**config.mk**
```make
export PLATFORM = sky130hd
export DESIGN_NAME = imc_isqrt
export DESIGN_NICKNAME = d
export VERILOG_FILES = /design/src/rtl/imc_pkg.sv /design/src/rtl/imc_isqrt.sv
export SDC_FILE = /design/constraint.sdc
export NUM_CORES = 1
export LEC_CHECK = 0
export BUFFER_PORTS_ARGS = -buffer_cell sky130_fd_sc_hd__buf_2
export CAP_MARGIN = 20
export CORE_UTILIZATION = 55
export DETAILED_ROUTE_END_ITERATION = 6
export HOLD_SLACK_MARGIN = 0.08
export PLACE_DENSITY = 0.71
export SKIP_LAST_GASP = 1
export SLEW_MARGIN = 20
export SYNTH_ARGS = -nofsm -noshare
export SYNTH_HDL_FRONTEND = slang
export SYNTH_SLANG_ARGS = --single-unit
export TNS_END_PERCENT = 5
```
**constraint.sdc**
```tcl
create_clock -name clk -period 3.55 [get_ports clk]
set_input_delay 0.8875 -clock clk [delete_from_list [all_inputs] [get_ports clk]]
set_output_delay 0.8875 -clock clk [all_outputs]
set_load 0.02 [all_outputs]
```
**src/rtl/imc_pkg.sv**
```systemverilog
// Shared types, constants and tables for the IMU motion and posture classifier.
`timescale 1ns / 1ps
package imc_pkg;

    localparam int CORDIC_STAGES_DEF = 16;
    localparam int ATAN_LEN          = 24;
    localparam int XW                = 36;        // CORDIC x/y datapath width
    localparam int ZW                = 26;        // CORDIC angle accumulator width
    localparam int ONE_G             = 8192;
    localparam int DEG180            = 11796480;  // 180 deg in 2^-16 deg
    localparam int ANGLE_MAX         = 23040;     // 180 deg in 1/128 deg
    localparam int SQRT_STEPS        = 16;

    localparam int CFG_IW = 3;
    localparam int CFG_DW = 16;

    localparam logic [CFG_IW-1:0] CFG_LOW_GRAVITY  = 3'd0;
    localparam logic [CFG_IW-1:0] CFG_IMPACT       = 3'd1;
    localparam logic [CFG_IW-1:0] CFG_SHAKE_RATE   = 3'd2;
    localparam logic [CFG_IW-1:0] CFG_MOVING_RATE  = 3'd3;
    localparam logic [CFG_IW-1:0] CFG_MOVING_DEV   = 3'd4;
    localparam logic [CFG_IW-1:0] CFG_TILT_ANGLE   = 3'd5;
    localparam logic [CFG_IW-1:0] CFG_AXIS_DOM     = 3'd6;
    localparam logic [CFG_IW-1:0] CFG_STABLE_BAND  = 3'd7;

    localparam logic [15:0] RST_LOW_GRAVITY = 16'd2867;
    localparam logic [15:0] RST_IMPACT      = 16'd14746;
    localparam logic [15:0] RST_SHAKE_RATE  = 16'd11520;
    localparam logic [15:0] RST_MOVING_RATE = 16'd1600;
    localparam logic [15:0] RST_MOVING_DEV  = 16'd1475;
    localparam logic [14:0] RST_TILT_ANGLE  = 15'd6400;
    localparam logic [14:0] RST_AXIS_DOM    = 15'd6144;
    localparam logic [14:0] RST_STABLE_BAND = 15'd2048;

    localparam int FLAG_LOW_GRAVITY = 0;
    localparam int FLAG_IMPACT      = 1;
    localparam int FLAG_SHAKE       = 2;
    localparam int FLAG_MOVING      = 3;
    localparam int FLAG_TILTED      = 4;
    localparam int FLAG_STABLE      = 5;

    localparam logic [2:0] POSTURE_UNKNOWN   = 3'd0;
    localparam logic [2:0] POSTURE_UPRIGHT   = 3'd1;
    localparam logic [2:0] POSTURE_LIFTED    = 3'd2;
    localparam logic [2:0] POSTURE_FACE_DOWN = 3'd3;
    localparam logic [2:0] POSTURE_SIDE      = 3'd4;

    localparam logic [2:0] EVENT_NONE        = 3'd0;
    localparam logic [2:0] EVENT_STABLE      = 3'd1;
    localparam logic [2:0] EVENT_MOVING      = 3'd2;
    localparam logic [2:0] EVENT_TILTED      = 3'd3;
    localparam logic [2:0] EVENT_SHAKE       = 3'd4;
    localparam logic [2:0] EVENT_LOW_GRAVITY = 3'd5;
    localparam logic [2:0] EVENT_FACE_DOWN   = 3'd6;
    localparam logic [2:0] EVENT_IMPACT      = 3'd7;

    localparam logic [2:0] FACE_NONE         = 3'd0;
    localparam logic [2:0] FACE_NEUTRAL      = 3'd1;
    localparam logic [2:0] FACE_ATTENTIVE    = 3'd2;
    localparam logic [2:0] FACE_CONCERNED    = 3'd3;
    localparam logic [2:0] FACE_STARTLED     = 3'd4;

    typedef struct packed {
        logic [15:0] low_gravity_limit;
        logic [15:0] impact_limit;
        logic [15:0] shake_rate_limit;
        logic [15:0] moving_rate_limit;
        logic [15:0] moving_accel_deviation;
        logic [14:0] tilt_angle_limit;
        logic [14:0] axis_dominance_limit;
        logic [14:0] stable_band_half;
    } cfg_t;

    typedef struct packed {
        logic               context_valid;
        logic [5:0]         motion_flags;
        logic [2:0]         posture_code;
        logic [2:0]         event_code;
        logic [2:0]         face_code;
        logic [15:0]        accel_magnitude;
        logic [15:0]        rate_magnitude;
        logic signed [15:0] roll_angle;
        logic signed [15:0] pitch_angle;
    } result_t;

    // atan(2^-i) in 2^-16 degree
    function automatic logic signed [ZW-1:0] atan_entry(input int idx);
        case (idx)
            0:  return 26'sd2949120;
            1:  return 26'sd1740967;
            2:  return 26'sd919879;
            3:  return 26'sd466945;
            4:  return 26'sd234379;
            5:  return 26'sd117304;
            6:  return 26'sd58666;
            7:  return 26'sd29335;
            8:  return 26'sd14668;
            9:  return 26'sd7334;
            10: return 26'sd3667;
            11: return 26'sd1833;
            12: return 26'sd917;
            13: return 26'sd458;
            14: return 26'sd229;
            15: return 26'sd115;
            16: return 26'sd57;
            17: return 26'sd29;
            18: return 26'sd14;
            19: return 26'sd7;
            20: return 26'sd4;
            21: return 26'sd2;
            22: return 26'sd1;
            default: return '0;
        endcase
    endfunction

endpackage

```
**src/rtl/imc_isqrt.sv**
```systemverilog
// Pipelined truncated integer square root, one result bit per stage.
`timescale 1ns / 1ps
module imc_isqrt
    import imc_pkg::*;
(
    input  logic        clk,
    input  logic        ce,
    input  logic [31:0] radicand,
    output logic [15:0] root
);

    logic [31:0] rem_reg [0:SQRT_STEPS-1];
    logic [31:0] res_reg [0:SQRT_STEPS-1];

    genvar i;
    generate
        for (i = 0; i < SQRT_STEPS; i++)
        begin : g_step
            localparam logic [31:0] BIT = 32'd1 << (30 - 2 * i);
            logic [31:0] rem_in;
            logic [31:0] res_in;
            logic [31:0] trial;

            if (i == 0)
            begin : g_first
                assign rem_in = radicand;
                assign res_in = '0;
            end
            else
            begin : g_next
                assign rem_in = rem_reg[i-1];
                assign res_in = res_reg[i-1];
            end

            assign trial = res_in + BIT;

            always_ff @(posedge clk)
            begin
                if (ce)
                begin
                    if (rem_in >= trial)
                    begin
                        rem_reg[i] <= rem_in - trial;
                        res_reg[i] <= (res_in >> 1) + BIT;
                    end
                    else
                    begin
                        rem_reg[i] <= rem_in;
                        res_reg[i] <= res_in >> 1;
                    end
                end
            end
        end
    endgenerate

    assign root = res_reg[SQRT_STEPS-1][15:0];

endmodule

```
==> impl_results.md <==
- Outcome: finished, final reports clean
- First-pass DRT Iterations: 5
- Most frequent cells in the layout: 616 x edfxtp_1, 175 x inv_1, 163 x nand2_1, 150 x ha_1, 139 x nor2_1
- Global Route Usage Sum: 0.220
- Share of total power in the clock network: 0.356
- Core Footprint: 0.0517 mm^2
- Worst Setup End Kind: register
- Die height: ~230 um
- Asr flop ratio synth: 0
- Layout cell share with drive strength beyond 1: 0.0894
- Clock buffer depth: 3
- Sw frac: 0.255
- Worst skew pair latency: 0.60 ns
- Routed Antenna Nets: 0
- Cells after Synth: 2262
- Placed instance count: approximately 3000
- CTS tree: yes
- Leakage power: 0.0123 uW
- CP required: slightly below 4 ns
- FP Rows: 83
- Worst Path Max Fanout: 5
- Largest net degree at the start of global routing: 147
- Cell area after synthesis: 0.0290 mm^2
- Multi-input logic area: 0.00971 mm^2
- Total number of vias: 17800
- Worst Setup Slack, final: roughly 0.17 ns
- CP arrival: 3.72 ns
- Fin nets: ~2600
- Peak supply drop: 0.000424 V
- Vias in the first global route: 18200
- Final WL: between 50 and 60 mm
- Setup TNS: 0 ns
- Post-Syn Area per Cell: 12.8 um^2
- Final Hold Fails: 0
- Worst-margin pin slew: just under 1 ns
- Post-place setup slack: 0.238 ns
- Tcrit/Tclk final: 0.953
- Max-Cap Viols: 0
- Ys flop type: edfxtp_1
- Post-synth EDFFs: 616
- DRT iter0 DRCs: 1171
- IO buf count: 49
- Rel. slew slack: 0.337
- Crit path launch type: register
- GRT overflow: 0
- Inserted Diodes: 0
- Initial Util: 0.561
- Sequential area share after synthesis: 0.637
- Reg area: between 0.015 and 0.02 mm^2
- Filler cells: 3804
- Post-Layout Cell Count: about 3100
- Fmax: 296 MHz
- Antenna violations before repair: 0
- Die width: 232 um
- Synth unique cells: 67
- CTS H-Tree Depth: 3
- Seq pwr share: 0.500
- DRC: 0
- Vias per std cell: 5.74
- First-pass GRT wire length: 92.7 mm
- Num CTS Buffers: 66
- RSZ-0062 raised after global routing: no
- DP HPWL: 42.1 mm
- Comb power frac: 0.144
- Most common cell after layout, fill and taps aside: edfxtp_1
- P_int: 14400 uW
- Synth Net Count: 2446
- Max reg flops: 480
- # setup viols final: 0
- Worst Skew: 0.0248 ns
- P&R area growth vs syn: 11.8%
- CTS sink count: slightly above 600
- Pwr/cell area: 596 mW/mm^2
- Final instance area: approximately 0.032 mm^2
- Crit path kind: reg2reg
- Hold crit path type: reg2reg
- FF+latch count, synth: 616
- Clock slew at reported path FFs: approximately 0.06 ns
- Minimum clock period: 3.38 ns
- Routed length per instance: 18.6 um
- RD Place Congestion: 0.882
- CTS root buf: clkbuf_16
- P_sw: 4930 uW
- Die Area: 0.0537 mm^2
- Post-DP Area: 0.0303 mm^2
- Slew Limit Fails: 0
- Yosys warns: 0
- I/O Pins: 50
==> routing by layer <==
metal	up-vias	wire length, um	GRT usage
met1	8613	21900	0.236
met2	388	31400	0.421
met3	129	2140	0.0343
li1	8640	-	-
met4	0	2220	0.0977
met5	-	0	0
==> synthesized netlist by cell type (4+ instances only) <==
cell type / count / area share
mux2i_1: 4 / 0.0014
a2111oi_0: 9 / 0.0027
a211oi_1: 14 / 0.0036
or3b_2: 4 / 0.0012
nor2_1: 139 / 0.018
nor4b_1: 15 / 0.0045
clkbuf_1: 42 / 0.0054
nor3b_1: 9 / 0.0023
mux2_2: 18 / 0.0070
nand3_1: 34 / 0.0059
edfxtp_1: 616 / 0.64
o211ai_1: 12 / 0.0031
nor4_1: 78 / 0.017
or4_1: 8 / 0.0021
a21o_1: 33 / 0.0085
xor2_1: 101 / 0.030
ha_1: 150 / 0.065
o21a_1: 27 / 0.0070
inv_1: 175 / 0.023
nand3b_1: 7 / 0.0018
a41oi_1: 4 / 0.0012
or3_1: 12 / 0.0026
a31oi_1: 4 / 0.00086
xnor2_1: 101 / 0.030
nor2b_1: 17 / 0.0037
nand4b_1: 9 / 0.0027
nand2b_1: 32 / 0.0069
nand2_1: 163 / 0.021
or2_2: 5 / 0.0011
and3_1: 11 / 0.0024
a21boi_0: 9 / 0.0023
o21bai_1: 8 / 0.0021
and4_1: 8 / 0.0024
nand4_1: 26 / 0.0056
a21oi_1: 123 / 0.021
nor3_1: 60 / 0.010
o31ai_1: 8 / 0.0021
o21ai_0: 120 / 0.021
==> final timing paths <==
path             startpoint  depth (start not counted)               to  slack [ns]
min          rem_reg[1][96]                          0  rem_reg[1][128]        0.44
max          rem_reg[1][16]                          9   rem_reg[1][59]        0.17
min reg2reg  rem_reg[1][96]                          0  rem_reg[1][128]        0.44
max reg2reg  rem_reg[1][16]                          9   rem_reg[1][59]        0.17
==> per-stage QoR <==
| stage | power (uW) | util | hold WS [ns] |
|---|---|---|---|
| global placement | 12500 | 0.585 | 0.425 |
| detailed placement | 12600 | 0.585 | 0.427 |
| floorplan | 11700 | - | 0.417 |
| finish | 19300 | 0.628 | 0.440 |
| global route | 20100 | 0.628 | 0.445 |
| CTS | 19400 | 0.627 | 0.441 |
==> power by group through the flow <==
stage	clock (uW)	combinational, uW	sequential (uW)
floorplan	0	2160	9570
global placement	0	2690	9780
detailed placement	0	2770	9800
CTS	6990	2790	9660
global route	7260	3110	9750
finish	6890	2790	9670
==> worst max-delay path: stages, from the launching register on <==
cell and delay, ns:
edfxtp_1 0.40, ha_1 0.40, nand3_1 0.14, nor4_1 0.53, nand4_1 0.31, and4_1 0.31, o211a_1 0.14, or3b_2 0.52
nor4_1 0.24, xor2_1 0.12
==> what timing repair did <==
item	in CTS	in global routing
gates resized for setup	0	1
setup buffers	0	0
endpoints found under the setup margin	0	1
hold buffers	0	0
==> area by class of cell <==
type                       instances  share of cell area
sequential                       616               0.570
multi-input combinational       1424               0.299
clock buffer                      77              0.0541
tap                              680              0.0262
inverter                         175              0.0202
timing repair buffer              84              0.0171
clock inverter                    40              0.0131
==> cell families (layout without fill, tap and decap cells) <==
group	Yosys count	after routing	share of synthesized area
multiplexers	22	22	0.00836
adder cells (fa/ha/maj)	150	150	0.0646
flip-flops	616	616	0.637
XOR/XNOR	202	202	0.0609
AND/OR/NAND/NOR	652	652	0.116
buffers and inverters	222	376	0.0293
AO/OA/AOI/OAI	398	398	0.0834
Note: power is estimated with default switching activity, not from simulation.
