==> config.mk <==
export PLATFORM = sky130hd
export DESIGN_NAME = imc_cordic
export DESIGN_NICKNAME = d
export VERILOG_FILES = /design/src/rtl/imc_pkg.sv /design/src/rtl/imc_cordic.sv
export SDC_FILE = /design/constraint.sdc
export NUM_CORES = 2
export LEC_CHECK = 0
export ABC_AREA = 0
export BUFFER_PORTS_ARGS = -buffer_cell sky130_fd_sc_hd__buf_2
export CAP_MARGIN = 20
export CORE_MARGIN = 2
export CORE_UTILIZATION = 55
export DETAILED_ROUTE_END_ITERATION = 10
export PLACE_DENSITY = 0.71
export SYNTH_ARGS = -nofsm -noshare
export SYNTH_HDL_FRONTEND = slang
export SYNTH_SLANG_ARGS = --single-unit
==> constraint.sdc <==
create_clock -name clk -period 10.9 [get_ports clk]
set_input_delay 1.09 -clock clk [delete_from_list [all_inputs] [get_ports clk]]
set_output_delay 1.09 -clock clk [all_outputs]
set_load 0.1 [all_outputs]
==> src/rtl/imc_pkg.sv <==
// Shared types, constants and tables for the IMU motion and posture classifier.
`timescale 1ns / 1ps
package imc_pkg;

    localparam int CORDIC_STAGES_DEF = 16;
    localparam int ATAN_LEN          = 24;
    localparam int XW                = 36;        // CORDIC x/y datapath width
    localparam int ZW                = 26;        // CORDIC angle accumulator width
    localparam int ONE_G             = 8192;
    localparam int DEG180            = 11796480;  // 180 deg in 2^-16 deg
    localparam int ANGLE_MAX         = 23040;     // 180 deg in 1/128 deg
    localparam int SQRT_STEPS        = 16;

    localparam int CFG_IW = 3;
    localparam int CFG_DW = 16;

    localparam logic [CFG_IW-1:0] CFG_LOW_GRAVITY  = 3'd0;
    localparam logic [CFG_IW-1:0] CFG_IMPACT       = 3'd1;
    localparam logic [CFG_IW-1:0] CFG_SHAKE_RATE   = 3'd2;
    localparam logic [CFG_IW-1:0] CFG_MOVING_RATE  = 3'd3;
    localparam logic [CFG_IW-1:0] CFG_MOVING_DEV   = 3'd4;
    localparam logic [CFG_IW-1:0] CFG_TILT_ANGLE   = 3'd5;
    localparam logic [CFG_IW-1:0] CFG_AXIS_DOM     = 3'd6;
    localparam logic [CFG_IW-1:0] CFG_STABLE_BAND  = 3'd7;

    localparam logic [15:0] RST_LOW_GRAVITY = 16'd2867;
    localparam logic [15:0] RST_IMPACT      = 16'd14746;
    localparam logic [15:0] RST_SHAKE_RATE  = 16'd11520;
    localparam logic [15:0] RST_MOVING_RATE = 16'd1600;
    localparam logic [15:0] RST_MOVING_DEV  = 16'd1475;
    localparam logic [14:0] RST_TILT_ANGLE  = 15'd6400;
    localparam logic [14:0] RST_AXIS_DOM    = 15'd6144;
    localparam logic [14:0] RST_STABLE_BAND = 15'd2048;

    localparam int FLAG_LOW_GRAVITY = 0;
    localparam int FLAG_IMPACT      = 1;
    localparam int FLAG_SHAKE       = 2;
    localparam int FLAG_MOVING      = 3;
    localparam int FLAG_TILTED      = 4;
    localparam int FLAG_STABLE      = 5;

    localparam logic [2:0] POSTURE_UNKNOWN   = 3'd0;
    localparam logic [2:0] POSTURE_UPRIGHT   = 3'd1;
    localparam logic [2:0] POSTURE_LIFTED    = 3'd2;
    localparam logic [2:0] POSTURE_FACE_DOWN = 3'd3;
    localparam logic [2:0] POSTURE_SIDE      = 3'd4;

    localparam logic [2:0] EVENT_NONE        = 3'd0;
    localparam logic [2:0] EVENT_STABLE      = 3'd1;
    localparam logic [2:0] EVENT_MOVING      = 3'd2;
    localparam logic [2:0] EVENT_TILTED      = 3'd3;
    localparam logic [2:0] EVENT_SHAKE       = 3'd4;
    localparam logic [2:0] EVENT_LOW_GRAVITY = 3'd5;
    localparam logic [2:0] EVENT_FACE_DOWN   = 3'd6;
    localparam logic [2:0] EVENT_IMPACT      = 3'd7;

    localparam logic [2:0] FACE_NONE         = 3'd0;
    localparam logic [2:0] FACE_NEUTRAL      = 3'd1;
    localparam logic [2:0] FACE_ATTENTIVE    = 3'd2;
    localparam logic [2:0] FACE_CONCERNED    = 3'd3;
    localparam logic [2:0] FACE_STARTLED     = 3'd4;

    typedef struct packed {
        logic [15:0] low_gravity_limit;
        logic [15:0] impact_limit;
        logic [15:0] shake_rate_limit;
        logic [15:0] moving_rate_limit;
        logic [15:0] moving_accel_deviation;
        logic [14:0] tilt_angle_limit;
        logic [14:0] axis_dominance_limit;
        logic [14:0] stable_band_half;
    } cfg_t;

    typedef struct packed {
        logic               context_valid;
        logic [5:0]         motion_flags;
        logic [2:0]         posture_code;
        logic [2:0]         event_code;
        logic [2:0]         face_code;
        logic [15:0]        accel_magnitude;
        logic [15:0]        rate_magnitude;
        logic signed [15:0] roll_angle;
        logic signed [15:0] pitch_angle;
    } result_t;

    // atan(2^-i) in 2^-16 degree
    function automatic logic signed [ZW-1:0] atan_entry(input int idx);
        case (idx)
            0:  return 26'sd2949120;
            1:  return 26'sd1740967;
            2:  return 26'sd919879;
            3:  return 26'sd466945;
            4:  return 26'sd234379;
            5:  return 26'sd117304;
            6:  return 26'sd58666;
            7:  return 26'sd29335;
            8:  return 26'sd14668;
            9:  return 26'sd7334;
            10: return 26'sd3667;
            11: return 26'sd1833;
            12: return 26'sd917;
            13: return 26'sd458;
            14: return 26'sd229;
            15: return 26'sd115;
            16: return 26'sd57;
            17: return 26'sd29;
            18: return 26'sd14;
            19: return 26'sd7;
            20: return 26'sd4;
            21: return 26'sd2;
            22: return 26'sd1;
            default: return '0;
        endcase
    endfunction

endpackage

==> src/rtl/imc_cordic.sv <==
// Pipelined CORDIC vectoring atan2, angle out in 1/128 degree.
`timescale 1ns / 1ps
module imc_cordic
    import imc_pkg::*;
#(
    parameter int STAGES = CORDIC_STAGES_DEF
)
(
    input  logic               clk,
    input  logic               ce,
    input  logic signed [16:0] y_in,
    input  logic signed [16:0] x_in,
    output logic signed [15:0] angle
);

    logic signed [XW-1:0] x_reg [0:STAGES];
    logic signed [XW-1:0] y_reg [0:STAGES];
    logic signed [ZW-1:0] z_reg [0:STAGES];
    logic                 zero_reg [0:STAGES];
    logic signed [15:0]   angle_reg;

    logic signed [XW-1:0] xs;
    logic signed [XW-1:0] ys;
    logic signed [ZW-1:0] z_round;

    assign xs = {{(XW-31){x_in[16]}}, x_in, 14'b0};
    assign ys = {{(XW-31){y_in[16]}}, y_in, 14'b0};

    // left half plane: turn by 180 deg first
    always_ff @(posedge clk)
    begin
        if (ce)
        begin
            zero_reg[0] <= (x_in == '0) && (y_in == '0);
            if (x_in < 0)
            begin
                x_reg[0] <= -xs;
                y_reg[0] <= -ys;
                z_reg[0] <= (y_in >= 0) ? ZW'(DEG180) : -ZW'(DEG180);
            end
            else
            begin
                x_reg[0] <= xs;
                y_reg[0] <= ys;
                z_reg[0] <= '0;
            end
        end
    end

    genvar i;
    generate
        for (i = 0; i < STAGES; i++)
        begin : g_stage
            logic signed [XW-1:0] dx;
            logic signed [XW-1:0] dy;
            assign dx = y_reg[i] >>> i;
            assign dy = x_reg[i] >>> i;

            always_ff @(posedge clk)
            begin
                if (ce)
                begin
                    zero_reg[i+1] <= zero_reg[i];
                    if (y_reg[i] >= 0)
                    begin
                        x_reg[i+1] <= x_reg[i] + dx;
                        y_reg[i+1] <= y_reg[i] - dy;
                        z_reg[i+1] <= z_reg[i] + atan_entry(i);
                    end
                    else
                    begin
                        x_reg[i+1] <= x_reg[i] - dx;
                        y_reg[i+1] <= y_reg[i] + dy;
                        z_reg[i+1] <= z_reg[i] - atan_entry(i);
                    end
                end
            end
        end
    endgenerate

    assign z_round = (z_reg[STAGES] + ZW'(256)) >>> 9;

    always_ff @(posedge clk)
    begin
        if (ce)
        begin
            if (zero_reg[STAGES])
                angle_reg <= '0;
            else if (z_round > ZW'(ANGLE_MAX))
                angle_reg <= 16'(ANGLE_MAX);
            else if (z_round < -ZW'(ANGLE_MAX))
                angle_reg <= -16'(ANGLE_MAX);
            else
                angle_reg <= z_round[15:0];
        end
    end

    assign angle = angle_reg;

endmodule

==> flow_summary_export.csv <==
group,metric,value,unit
run_status,outcome,"completed",
cts,clockRootBuffer,"clkbuf_16",
drt,route.detailed.drc,0,
yosys,synth_fa_ha_area_share,14.5,%
yosys,synthXorXnorAreaFrac,13.1,%
worst_setup_path,worst-endpoint-required,11450,ps
floorplan,floorplan.core_area,209000,um^2
final_layout,filler_cell_count,18000,
hold_path,timing.hold.worst.class,"reg2reg",
yosys,mappedNetlistArea,115000,um^2
global_routing,overflow,0,
yosys,postSynthNetCount,13600,
global_routing,initial_antenna_violation_count,8,
final_layout,areaGrowthSynthToFinish,7.56,%
floorplan,floorplan.rows,168,
sta,max-slew-margin-rel,21.0,%
drt,wirelength,319000,um
sta,finalCriticalPeriod,6320,ps
global_routing,pin_count_of_the_biggest_net_entering_global_routing,104,
floorplan,die_width,462,um
yosys,mapped_cells,12300,
global_routing,grt_first_pass_wirelength,497000,um
cts,ctsHtreeMaxLevel,4,
yosys,yosysSeqAreaShare,34.7,%
worst_setup_path,worstSetupEndpointType,"flip-flop",
sta,tightest_slew,1180,ps
worst_setup_path,critical_path_arrival,6870,ps
sta,min_period_over_period,58.0,%
floorplan,dieArea,213000,um^2
final_layout,mostFrequentLayoutCells,"1333 x edfxtp_1, 1284 x ha_1, 1140 x a21oi_1",
sta,report.final.slew_viol_count,0,
cts,clkTransAtPathRegs,70,ps
drt,ant_nets,0,
cts,clk_latency,830,ps
placement,dp_hpwl,253000,um
final_layout,finalInstanceArea,124000,um^2
final_layout,layout.nets,13700,
cts,cts_tree,"yes",
yosys,synth_ff_type,"edfxtp_1",
sta,clock.fmax,158,MHz
yosys,yosysUniqueCellTypes,89,
sta,count_of_endpoints_failing_hold_in_the_final_timing_report,0,
sta,final.setup.tns,0,ps
drt,dr_total_vias,94000,
sta,setup_violations,0,
global_routing,globalRouteTotalUtil,29.2,%
worst_setup_path,start_kind,"input pin",
final_layout,final_layout_size_suffix_gt1_share,3.78,%
cts,clock_path_buffers,3,
placement,port_buffers,51,
floorplan,fp.dieH,462,um
cts,clkSinkCount,1333,
yosys,synth_top_family_by_area,"compound AO/OA/AOI/OAI gates",
flow_run,max_capacitance_violation_total,0,
placement,post_dp_cell_area,119000,um^2
floorplan,io_pins,52,
floorplan,initial_utilization,55.2,%
sta,grt_setup_unrepaired,"no",
yosys,number_of_warnings_printed_during_yosys_synthesis,0,
global_routing,number_of_global_route_vias_before_repair,89800,
cts,post_cts.resized_instances,0,
worst_setup_path,worstSetupPathType,"in2reg",
cts,post-cts-setup-buffer-count,0,
yosys,synth-edff-count,1333,
yosys,synth.area.mux_share,0.448,%
yosys,synth-compound-area-share,20.5,%
yosys,synth_simple_gate_area_share,14.4,%
drt,drt_first_pass_iters,6,
yosys,asyncSetResetFlopFracSynth,0,%
cts,clock_buffers_created_by_tritoncts,155,
sta,fin_worst_hold_slack,413,ps
cts,cts_hold_repair_buffers,0,
final_layout,largest_reg_flops,474,
drt,avg_wl_per_cell,21.0,um
worst_setup_path,critical_path.max_fanout,74,
sta,clock-skew-final,32.3,ps
drt,drt_first_iter_violations,7206,
yosys,synth_area_per_cell,9.39,um^2
yosys,synth_seq_cells,1333,
placement,gp_congestion,0.970,
final_layout,most_frequent_standard_cell_in_the_layout_excluding_fill_and_tap_cells,"edfxtp_1",
drt,detail_route.vias_per_cell,6.17,
[cells in the mapped netlist (151+ instances only)]
master	count	share of area, %
nand2_1	768	2.5
nand3_1	219	0.95
o21a_1	199	1.3
nand2b_1	196	1.1
ha_1	1284	14
nor2b_1	151	0.82
inv_1	485	1.6
o21ai_0	739	3.2
xor2_1	635	4.8
nor2_1	995	3.2
a21o_1	475	3.1
a21oi_1	1140	4.9
clkbuf_1	222	0.72
xnor2_1	1086	8.2
o21bai_1	160	1.0
nor3_1	324	1.4
o31ai_1	154	1.0
edfxtp_1	1333	35
[layer usage]
layer / part of all wire (%) / vias to the layer above / global-route usage, %
li1: - / 45800 / -
met1: 43 / 45000 / 37.3
met2: 47 / 2668 / 49.3
met3: 5.5 / 588 / 4.07
met4: 4.6 / 0 / 12.8
met5: 0 / - / 0
[layout make-up]
cell class | count | area (um^2) | area share (%)
Sequential cell | 1333 | 40000 | 32.3
Tap cell | 2805 | 3510 | 2.83
Multi-Input combinational cell | 10200 | 72600 | 58.5
Clock inverter | 108 | 1360 | 1.10
Clock buffer | 178 | 4010 | 3.23
Timing Repair Buffer | 109 | 738 | 0.595
Antenna cell | 7 | 17.5 | 0.0141
Inverter | 495 | 1860 | 1.50
[worst max-delay path, cell delays in order]
cell      delay [ps]
buf_12           170
buf_4            370
nand2_1           90
buf_4            470
clkinv_1         760
buf_4            500
nor2_1           160
xnor2_1          150
ha_1             290
a21o_1           190
a21oi_1          250
o21ai_0          150
a211oi_1         550
nor4_1           210
o31ai_1          570
o211ai_1         190
a31o_2           270
a21oi_1          170
xnor2_1           80
[final timing paths]
check                 start              to  slack [ps]  cells after the start
max reg2reg     x_reg[5][9]    y_reg[6][34]        4940                     18
min          zero_reg[0][6]  zero_reg[0][7]         410                      0
min reg2reg  zero_reg[0][6]  zero_reg[0][7]         410                      0
max                      ce    x_reg[9][32]        4580                     19
[through the flow]
step	instances	worst slack, ps	utilization (%)
floorplan	12300	4740	-
global placement	15000	4090	56.8
detailed placement	15000	3900	56.8
CTS	15200	4800	59.4
global route	15200	4360	59.4
finish	15200	4580	59.4
[cell families after synthesis]
| kind of cell | after synthesis |
|---|---|
| compound gates | 3705 |
| xor+xnor | 1721 |
| fa+ha+maj | 1317 |
| buf+inv | 739 |
| flops | 1333 |
| mux | 49 |
| simple gates | 3417 |
Power is left out: the tool's default activity adds up to more than one toggle a clock period on the data nets, which glitch-free logic cannot reach.
