**src/rtl/imc_pkg.sv**
```systemverilog
// Shared types, constants and tables for the IMU motion and posture classifier.
`timescale 1ns / 1ps
package imc_pkg;

    localparam int CORDIC_STAGES_DEF = 16;
    localparam int ATAN_LEN          = 24;
    localparam int XW                = 36;        // CORDIC x/y datapath width
    localparam int ZW                = 26;        // CORDIC angle accumulator width
    localparam int ONE_G             = 8192;
    localparam int DEG180            = 11796480;  // 180 deg in 2^-16 deg
    localparam int ANGLE_MAX         = 23040;     // 180 deg in 1/128 deg
    localparam int SQRT_STEPS        = 16;

    localparam int CFG_IW = 3;
    localparam int CFG_DW = 16;

    localparam logic [CFG_IW-1:0] CFG_LOW_GRAVITY  = 3'd0;
    localparam logic [CFG_IW-1:0] CFG_IMPACT       = 3'd1;
    localparam logic [CFG_IW-1:0] CFG_SHAKE_RATE   = 3'd2;
    localparam logic [CFG_IW-1:0] CFG_MOVING_RATE  = 3'd3;
    localparam logic [CFG_IW-1:0] CFG_MOVING_DEV   = 3'd4;
    localparam logic [CFG_IW-1:0] CFG_TILT_ANGLE   = 3'd5;
    localparam logic [CFG_IW-1:0] CFG_AXIS_DOM     = 3'd6;
    localparam logic [CFG_IW-1:0] CFG_STABLE_BAND  = 3'd7;

    localparam logic [15:0] RST_LOW_GRAVITY = 16'd2867;
    localparam logic [15:0] RST_IMPACT      = 16'd14746;
    localparam logic [15:0] RST_SHAKE_RATE  = 16'd11520;
    localparam logic [15:0] RST_MOVING_RATE = 16'd1600;
    localparam logic [15:0] RST_MOVING_DEV  = 16'd1475;
    localparam logic [14:0] RST_TILT_ANGLE  = 15'd6400;
    localparam logic [14:0] RST_AXIS_DOM    = 15'd6144;
    localparam logic [14:0] RST_STABLE_BAND = 15'd2048;

    localparam int FLAG_LOW_GRAVITY = 0;
    localparam int FLAG_IMPACT      = 1;
    localparam int FLAG_SHAKE       = 2;
    localparam int FLAG_MOVING      = 3;
    localparam int FLAG_TILTED      = 4;
    localparam int FLAG_STABLE      = 5;

    localparam logic [2:0] POSTURE_UNKNOWN   = 3'd0;
    localparam logic [2:0] POSTURE_UPRIGHT   = 3'd1;
    localparam logic [2:0] POSTURE_LIFTED    = 3'd2;
    localparam logic [2:0] POSTURE_FACE_DOWN = 3'd3;
    localparam logic [2:0] POSTURE_SIDE      = 3'd4;

    localparam logic [2:0] EVENT_NONE        = 3'd0;
    localparam logic [2:0] EVENT_STABLE      = 3'd1;
    localparam logic [2:0] EVENT_MOVING      = 3'd2;
    localparam logic [2:0] EVENT_TILTED      = 3'd3;
    localparam logic [2:0] EVENT_SHAKE       = 3'd4;
    localparam logic [2:0] EVENT_LOW_GRAVITY = 3'd5;
    localparam logic [2:0] EVENT_FACE_DOWN   = 3'd6;
    localparam logic [2:0] EVENT_IMPACT      = 3'd7;

    localparam logic [2:0] FACE_NONE         = 3'd0;
    localparam logic [2:0] FACE_NEUTRAL      = 3'd1;
    localparam logic [2:0] FACE_ATTENTIVE    = 3'd2;
    localparam logic [2:0] FACE_CONCERNED    = 3'd3;
    localparam logic [2:0] FACE_STARTLED     = 3'd4;

    typedef struct packed {
        logic [15:0] low_gravity_limit;
        logic [15:0] impact_limit;
        logic [15:0] shake_rate_limit;
        logic [15:0] moving_rate_limit;
        logic [15:0] moving_accel_deviation;
        logic [14:0] tilt_angle_limit;
        logic [14:0] axis_dominance_limit;
        logic [14:0] stable_band_half;
    } cfg_t;

    typedef struct packed {
        logic               context_valid;
        logic [5:0]         motion_flags;
        logic [2:0]         posture_code;
        logic [2:0]         event_code;
        logic [2:0]         face_code;
        logic [15:0]        accel_magnitude;
        logic [15:0]        rate_magnitude;
        logic signed [15:0] roll_angle;
        logic signed [15:0] pitch_angle;
    } result_t;

    // atan(2^-i) in 2^-16 degree
    function automatic logic signed [ZW-1:0] atan_entry(input int idx);
        case (idx)
            0:  return 26'sd2949120;
            1:  return 26'sd1740967;
            2:  return 26'sd919879;
            3:  return 26'sd466945;
            4:  return 26'sd234379;
            5:  return 26'sd117304;
            6:  return 26'sd58666;
            7:  return 26'sd29335;
            8:  return 26'sd14668;
            9:  return 26'sd7334;
            10: return 26'sd3667;
            11: return 26'sd1833;
            12: return 26'sd917;
            13: return 26'sd458;
            14: return 26'sd229;
            15: return 26'sd115;
            16: return 26'sd57;
            17: return 26'sd29;
            18: return 26'sd14;
            19: return 26'sd7;
            20: return 26'sd4;
            21: return 26'sd2;
            22: return 26'sd1;
            default: return '0;
        endcase
    endfunction

endpackage

```
**src/rtl/imc_classify.sv**
```systemverilog
// Threshold flags and posture / event / face priority, registered result.
`timescale 1ns / 1ps
module imc_classify
    import imc_pkg::*;
(
    input  logic               clk,
    input  logic               ce,
    input  cfg_t               cfg,
    input  logic               sample_valid,
    input  logic signed [15:0] accel_x,
    input  logic signed [15:0] accel_y,
    input  logic signed [15:0] accel_z,
    input  logic [15:0]        accel_magnitude,
    input  logic [15:0]        rate_magnitude,
    input  logic signed [15:0] roll_angle,
    input  logic signed [15:0] pitch_angle,
    output result_t            result
);

    result_t             result_reg;
    logic signed [17:0]  amag_s;
    logic signed [17:0]  dev;
    logic [16:0]         dev_abs;
    logic signed [16:0]  roll_abs;
    logic signed [16:0]  pitch_abs;
    logic signed [16:0]  ax_abs;
    logic signed [16:0]  ay_abs;
    logic signed [16:0]  lim;
    logic signed [16:0]  tilt;
    logic signed [17:0]  band;
    logic lowg, impact, shake, moving, tilted, stable;
    logic [2:0] posture, event_c, face;

    always_comb
    begin
        amag_s    = $signed({2'b0, accel_magnitude});
        dev       = amag_s - 18'sd8192;
        dev_abs   = (dev < 0) ? 17'(-dev) : dev[16:0];
        roll_abs  = (roll_angle < 0) ? -17'(roll_angle) : 17'(roll_angle);
        pitch_abs = (pitch_angle < 0) ? -17'(pitch_angle) : 17'(pitch_angle);
        ax_abs    = (accel_x < 0) ? -17'(accel_x) : 17'(accel_x);
        ay_abs    = (accel_y < 0) ? -17'(accel_y) : 17'(accel_y);
        lim       = $signed({2'b0, cfg.axis_dominance_limit});
        tilt      = $signed({2'b0, cfg.tilt_angle_limit});
        band      = $signed({3'b0, cfg.stable_band_half});

        lowg   = accel_magnitude < cfg.low_gravity_limit;
        impact = accel_magnitude > cfg.impact_limit;
        shake  = (rate_magnitude > cfg.shake_rate_limit) || impact;
        moving = (rate_magnitude > cfg.moving_rate_limit)
              || (dev_abs > {1'b0, cfg.moving_accel_deviation});
        tilted = (roll_abs > tilt) || (pitch_abs > tilt);
        stable = !moving && (amag_s > 18'sd8192 - band) && (amag_s < 18'sd8192 + band);

        if (lowg)
        begin
            posture = POSTURE_LIFTED;
            event_c = EVENT_LOW_GRAVITY;
            face    = FACE_STARTLED;
        end
        else if (17'(accel_z) < -lim)
        begin
            posture = POSTURE_FACE_DOWN;
            event_c = EVENT_FACE_DOWN;
            face    = FACE_CONCERNED;
        end
        else if ((ax_abs > lim) || (ay_abs > lim))
        begin
            posture = POSTURE_SIDE;
            event_c = shake ? EVENT_SHAKE : EVENT_TILTED;
            face    = shake ? FACE_STARTLED : FACE_ATTENTIVE;
        end
        else
        begin
            posture = POSTURE_UPRIGHT;
            event_c = shake ? EVENT_SHAKE : (moving ? EVENT_MOVING : EVENT_STABLE);
            face    = shake ? FACE_STARTLED : (moving ? FACE_ATTENTIVE : FACE_NEUTRAL);
        end
        if (impact)
        begin
            event_c = EVENT_IMPACT;
            face    = FACE_STARTLED;
        end
    end

    always_ff @(posedge clk)
    begin
        if (ce)
        begin
            if (!sample_valid)
                result_reg <= '0;
            else
            begin
                result_reg.context_valid                 <= 1'b1;
                result_reg.motion_flags[FLAG_LOW_GRAVITY] <= lowg;
                result_reg.motion_flags[FLAG_IMPACT]      <= impact;
                result_reg.motion_flags[FLAG_SHAKE]       <= shake;
                result_reg.motion_flags[FLAG_MOVING]      <= moving;
                result_reg.motion_flags[FLAG_TILTED]      <= tilted;
                result_reg.motion_flags[FLAG_STABLE]      <= stable;
                result_reg.posture_code                  <= posture;
                result_reg.event_code                    <= event_c;
                result_reg.face_code                     <= face;
                result_reg.accel_magnitude               <= accel_magnitude;
                result_reg.rate_magnitude                <= rate_magnitude;
                result_reg.roll_angle                    <= roll_angle;
                result_reg.pitch_angle                   <= pitch_angle;
            end
        end
    end

    assign result = result_reg;

endmodule

```
**config.mk**
```make
export PLATFORM = sky130hd
export DESIGN_NAME = imc_classify
export DESIGN_NICKNAME = d
export VERILOG_FILES = /design/src/rtl/imc_pkg.sv /design/src/rtl/imc_classify.sv
export SDC_FILE = /design/constraint.sdc
export NUM_CORES = 1
export LEC_CHECK = 0
export BUFFER_PORTS_ARGS = -buffer_cell sky130_fd_sc_hd__buf_4
export CAP_MARGIN = 20
export CORE_MARGIN = 2
export CORE_UTILIZATION = 47
export CTS_CLUSTER_DIAMETER = 120
export DETAILED_ROUTE_END_ITERATION = 10
export PLACE_DENSITY = 0.81
export SLEW_MARGIN = 20
export SYNTH_ARGS = -nofsm -noshare
export SYNTH_HDL_FRONTEND = slang
export SYNTH_SLANG_ARGS = --single-unit
```
**constraint.sdc**
```tcl
create_clock -name clk -period 3.5 [get_ports clk]
set_input_delay 0.175 -clock clk [delete_from_list [all_inputs] [get_ports clk]]
set_output_delay 0.175 -clock clk [all_outputs]
set_load 0.02 [all_outputs]
```
==> summary.md <==
| Metric | Value |
|---|---|
| Worst Setup SP | cfg[19] |
| TritonCTS clock tree | built |
| Register area share after synthesis | 25.4% |
| Iter 0 DRT Violations | 463 |
| Max VDD drop | 0.280 mV |
| Hold Path Class | in2reg |
| Period utilization | 93.3% |
| Setup crit start kind | input port |
| Crit Path Class | in2reg |
| Synthesis-to-layout area growth | 33.8% |
| Vias in the first global route | 9,297 |
| CP endpoint kind | flip-flop |
| Rows | 51 |
| CP Max Fanout | 3 |
| GPL Wtd Cong | 0.942 |
| Vias per inst | 5.50 |
| CP peak stage delay | 0.58 ns |
| Most common cell in the netlist | ha_1 |
| Post-detail-place hpwl | 23.6 mm |
| Total CTS buffers | 9 |
| Routed WL | 28.3 mm |
| Synth top cells by count | ha_1, inv_1, xnor2_1, edfxtp_1, nand2_1 |
| Max-cap violations | 0 |
| Pre-Repair DR Iteration Count | 5 |
| H-tree depth | 3 |
| WP data required | 3.59 ns |
| Clk root buf | clkbuf_16 |
| Via count | 9,313 |
| Cells along the critical path | buf_4, or4_1, nor2_2, nand2_1, or4_4, nor3_2, xnor2_1, ha_1, and4_1, a221oi_1, a21oi_1, a21oi_1, o31a_1, nor2_1, o31a_1 |
| Post-synth design cell area | 0.00945 mm^2 |
| Clk sink count | 80 |
| Post-layout util | 64.6% |
| Port buffer count | 319 |
| WL/cell | 16.7 um |
| Dominant cell type by area after synthesis | ha_1 |
| # diodes | 0 |
| Slowest CP cell | or4_1 |
| Yosys top cell area share | 26.3% |
| Remaining antenna violation count | 0 |
| Post-Syn Nets | 1,514 |
| Yosys warns | 0 |
| Largest net degree at the start of global routing | 81 |
| Hold Startpoint | rate_magnitude[8] |
| Die Span X | 146 um |
| Top FF cell, synth | edfxtp_1 |
| Fmax | 306 MHz |
| Netlist cell types | 61 |
| Arrival @ worst endpoint | 3.35 ns |
| LEAKAGE | 6.14 nW |
| Final Critical Period | 3.26 ns |
| #FFs+latches synth | 80 |
| Congestion Overflow GR | 0 |
| IO Pins | 320 |
| Cells after Synth | 1,075 |
| Clock Tree Buf Depth | 2 |
| Die area | 0.0213 mm^2 |
| Post-synth ARST share | 0% |
| First-pass GRT wire length | 45.5 mm |
| Fin. Hold Viols | 0 |
| DRC | 0 |
| Layout cells sized above 1 | 26.8% |
| Synth top area cells | ha_1, edfxtp_1, xnor2_1, inv_1, and2_1 |
| Status | finished clean |
| CORE AREA | 0.0196 mm^2 |
| Gr usage total | 26.3% |
| Max Slew Vio Count | 0 |
| Initial antenna violation count | 0 |
| Fin nets | 1,861 |
| Number of flip-flops in the largest register | 80 |
| Die Y | 146 um |
| PD cells | 275 mW/mm^2 |
| Setup TNS | 0 ns |
| Mean Syn Cell Area | 8.79 um^2 |
| Rel. slew slack | 28.6% |
| Actual slew at the worst max-slew pin | 1.07 ns |
| Clock transition at path regs | 0.07 ns |
| Post-synth EDFFs | 80 |
| Initial Util | 48.2% |
| Endpoints failing setup | 0 |
-- repair_timing --
item / 4_1_cts / 5_1_grt
resized for setup: 0 / 6
hold buffers: 0 / 0
setup buffers: 0 / 1
endpoints found under the setup margin: 0 / 6
-- final cells by class --
type / instances / area [um^2]
Tap cell: 265 / 332
Fill cell: 1680 / 6940
Multi-Input combinational cell: 837 / 6490
Inverter: 146 / 548
Sequential cell: 80 / 2400
Clock buffer: 11 / 233
Clock inverter: 5 / 32.5
Timing Repair Buffer: 348 / 2610
-- path summary, 6_finish.rpt --
kind | to | slack, ns | cells past startpoint
setup / recovery | result[66] | 0.24 | 15
hold / removal | result[40] | 0.15 | 2
-- worst max-delay path: cells and delay by family --
family                     cells  cell delay, ns
and+or+nand+nor                7            1.67
AOI/OAI and AO/OA              5            0.99
adders and majority gates      1            0.26
xor gates and xnor gates       1            0.14
buffers and inverters          1            0.11
-- routing by layer --
layer / share of wire [%] / vias up / global-route usage [%]
li1: - / 4566 / -
met1: 41 / 4324 / 32.2
met2: 49 / 367 / 46.4
met3: 6.8 / 56 / 4.08
met4: 3.1 / 0 / 10.1
met5: 0 / - / 0
-- kinds of logic (layout without fill, tap and decap cells) --
kind of cell	Yosys count	after routing	synth area share, %
compound gates	207	207	14.1
xor+xnor	90	90	8.34
fa+ha+maj	199	199	26.3
buf+inv	158	510	6.28
flops	80	80	25.4
mux	1	1	0.106
simple gates	340	340	19.4
-- cells in the final DEF (no fill, tap or decap), types with 8 or more instances in the layout --
master and n:
ha_1 199, inv_1 146, o21ai_0 43, nand2b_1 10, clkbuf_16 9, and2_1 57, nor2_1 59, nor2b_1 15
edfxtp_1 80, or3_1 8, nor3_1 22, xor2_1 9, xnor2_1 81, o31ai_1 25, a21o_1 13, nand3_1 33
nand4_1 26, nand2_1 65, a21oi_1 59, buf_4 348, nor4_1 8
-- power breakdown --
| group | internal, mW | switching, mW | total (mW) |
|---|---|---|---|
| registers | 1.15 | 0.0259 | 1.17 |
| logic | 0.683 | 0.745 | 1.43 |
| clock network | 0.481 | 0.397 | 0.878 |
-- stage by stage --
| stage | hold WS [ns] | instance area [um^2] | worst slack [ns] | total power, mW | cells |
|---|---|---|---|---|---|
| 4_1_cts | 0.140 | 12600 | 0.0611 | 3.49 | 1691 |
| 3_3_place_gp | 0.483 | 12300 | -0.0973 | 2.56 | 1675 |
| 6_report | 0.146 | 12600 | 0.235 | 3.48 | 1692 |
| 5_1_grt | 0.136 | 12600 | -0.0348 | 3.70 | 1692 |
| 3_5_place_dp | 0.489 | 12300 | -0.291 | 2.61 | 1675 |
| 2_1_floorplan | 0.274 | 9450 | 0.137 | 1.96 | 1075 |
(Power assumes the default switching activity.)
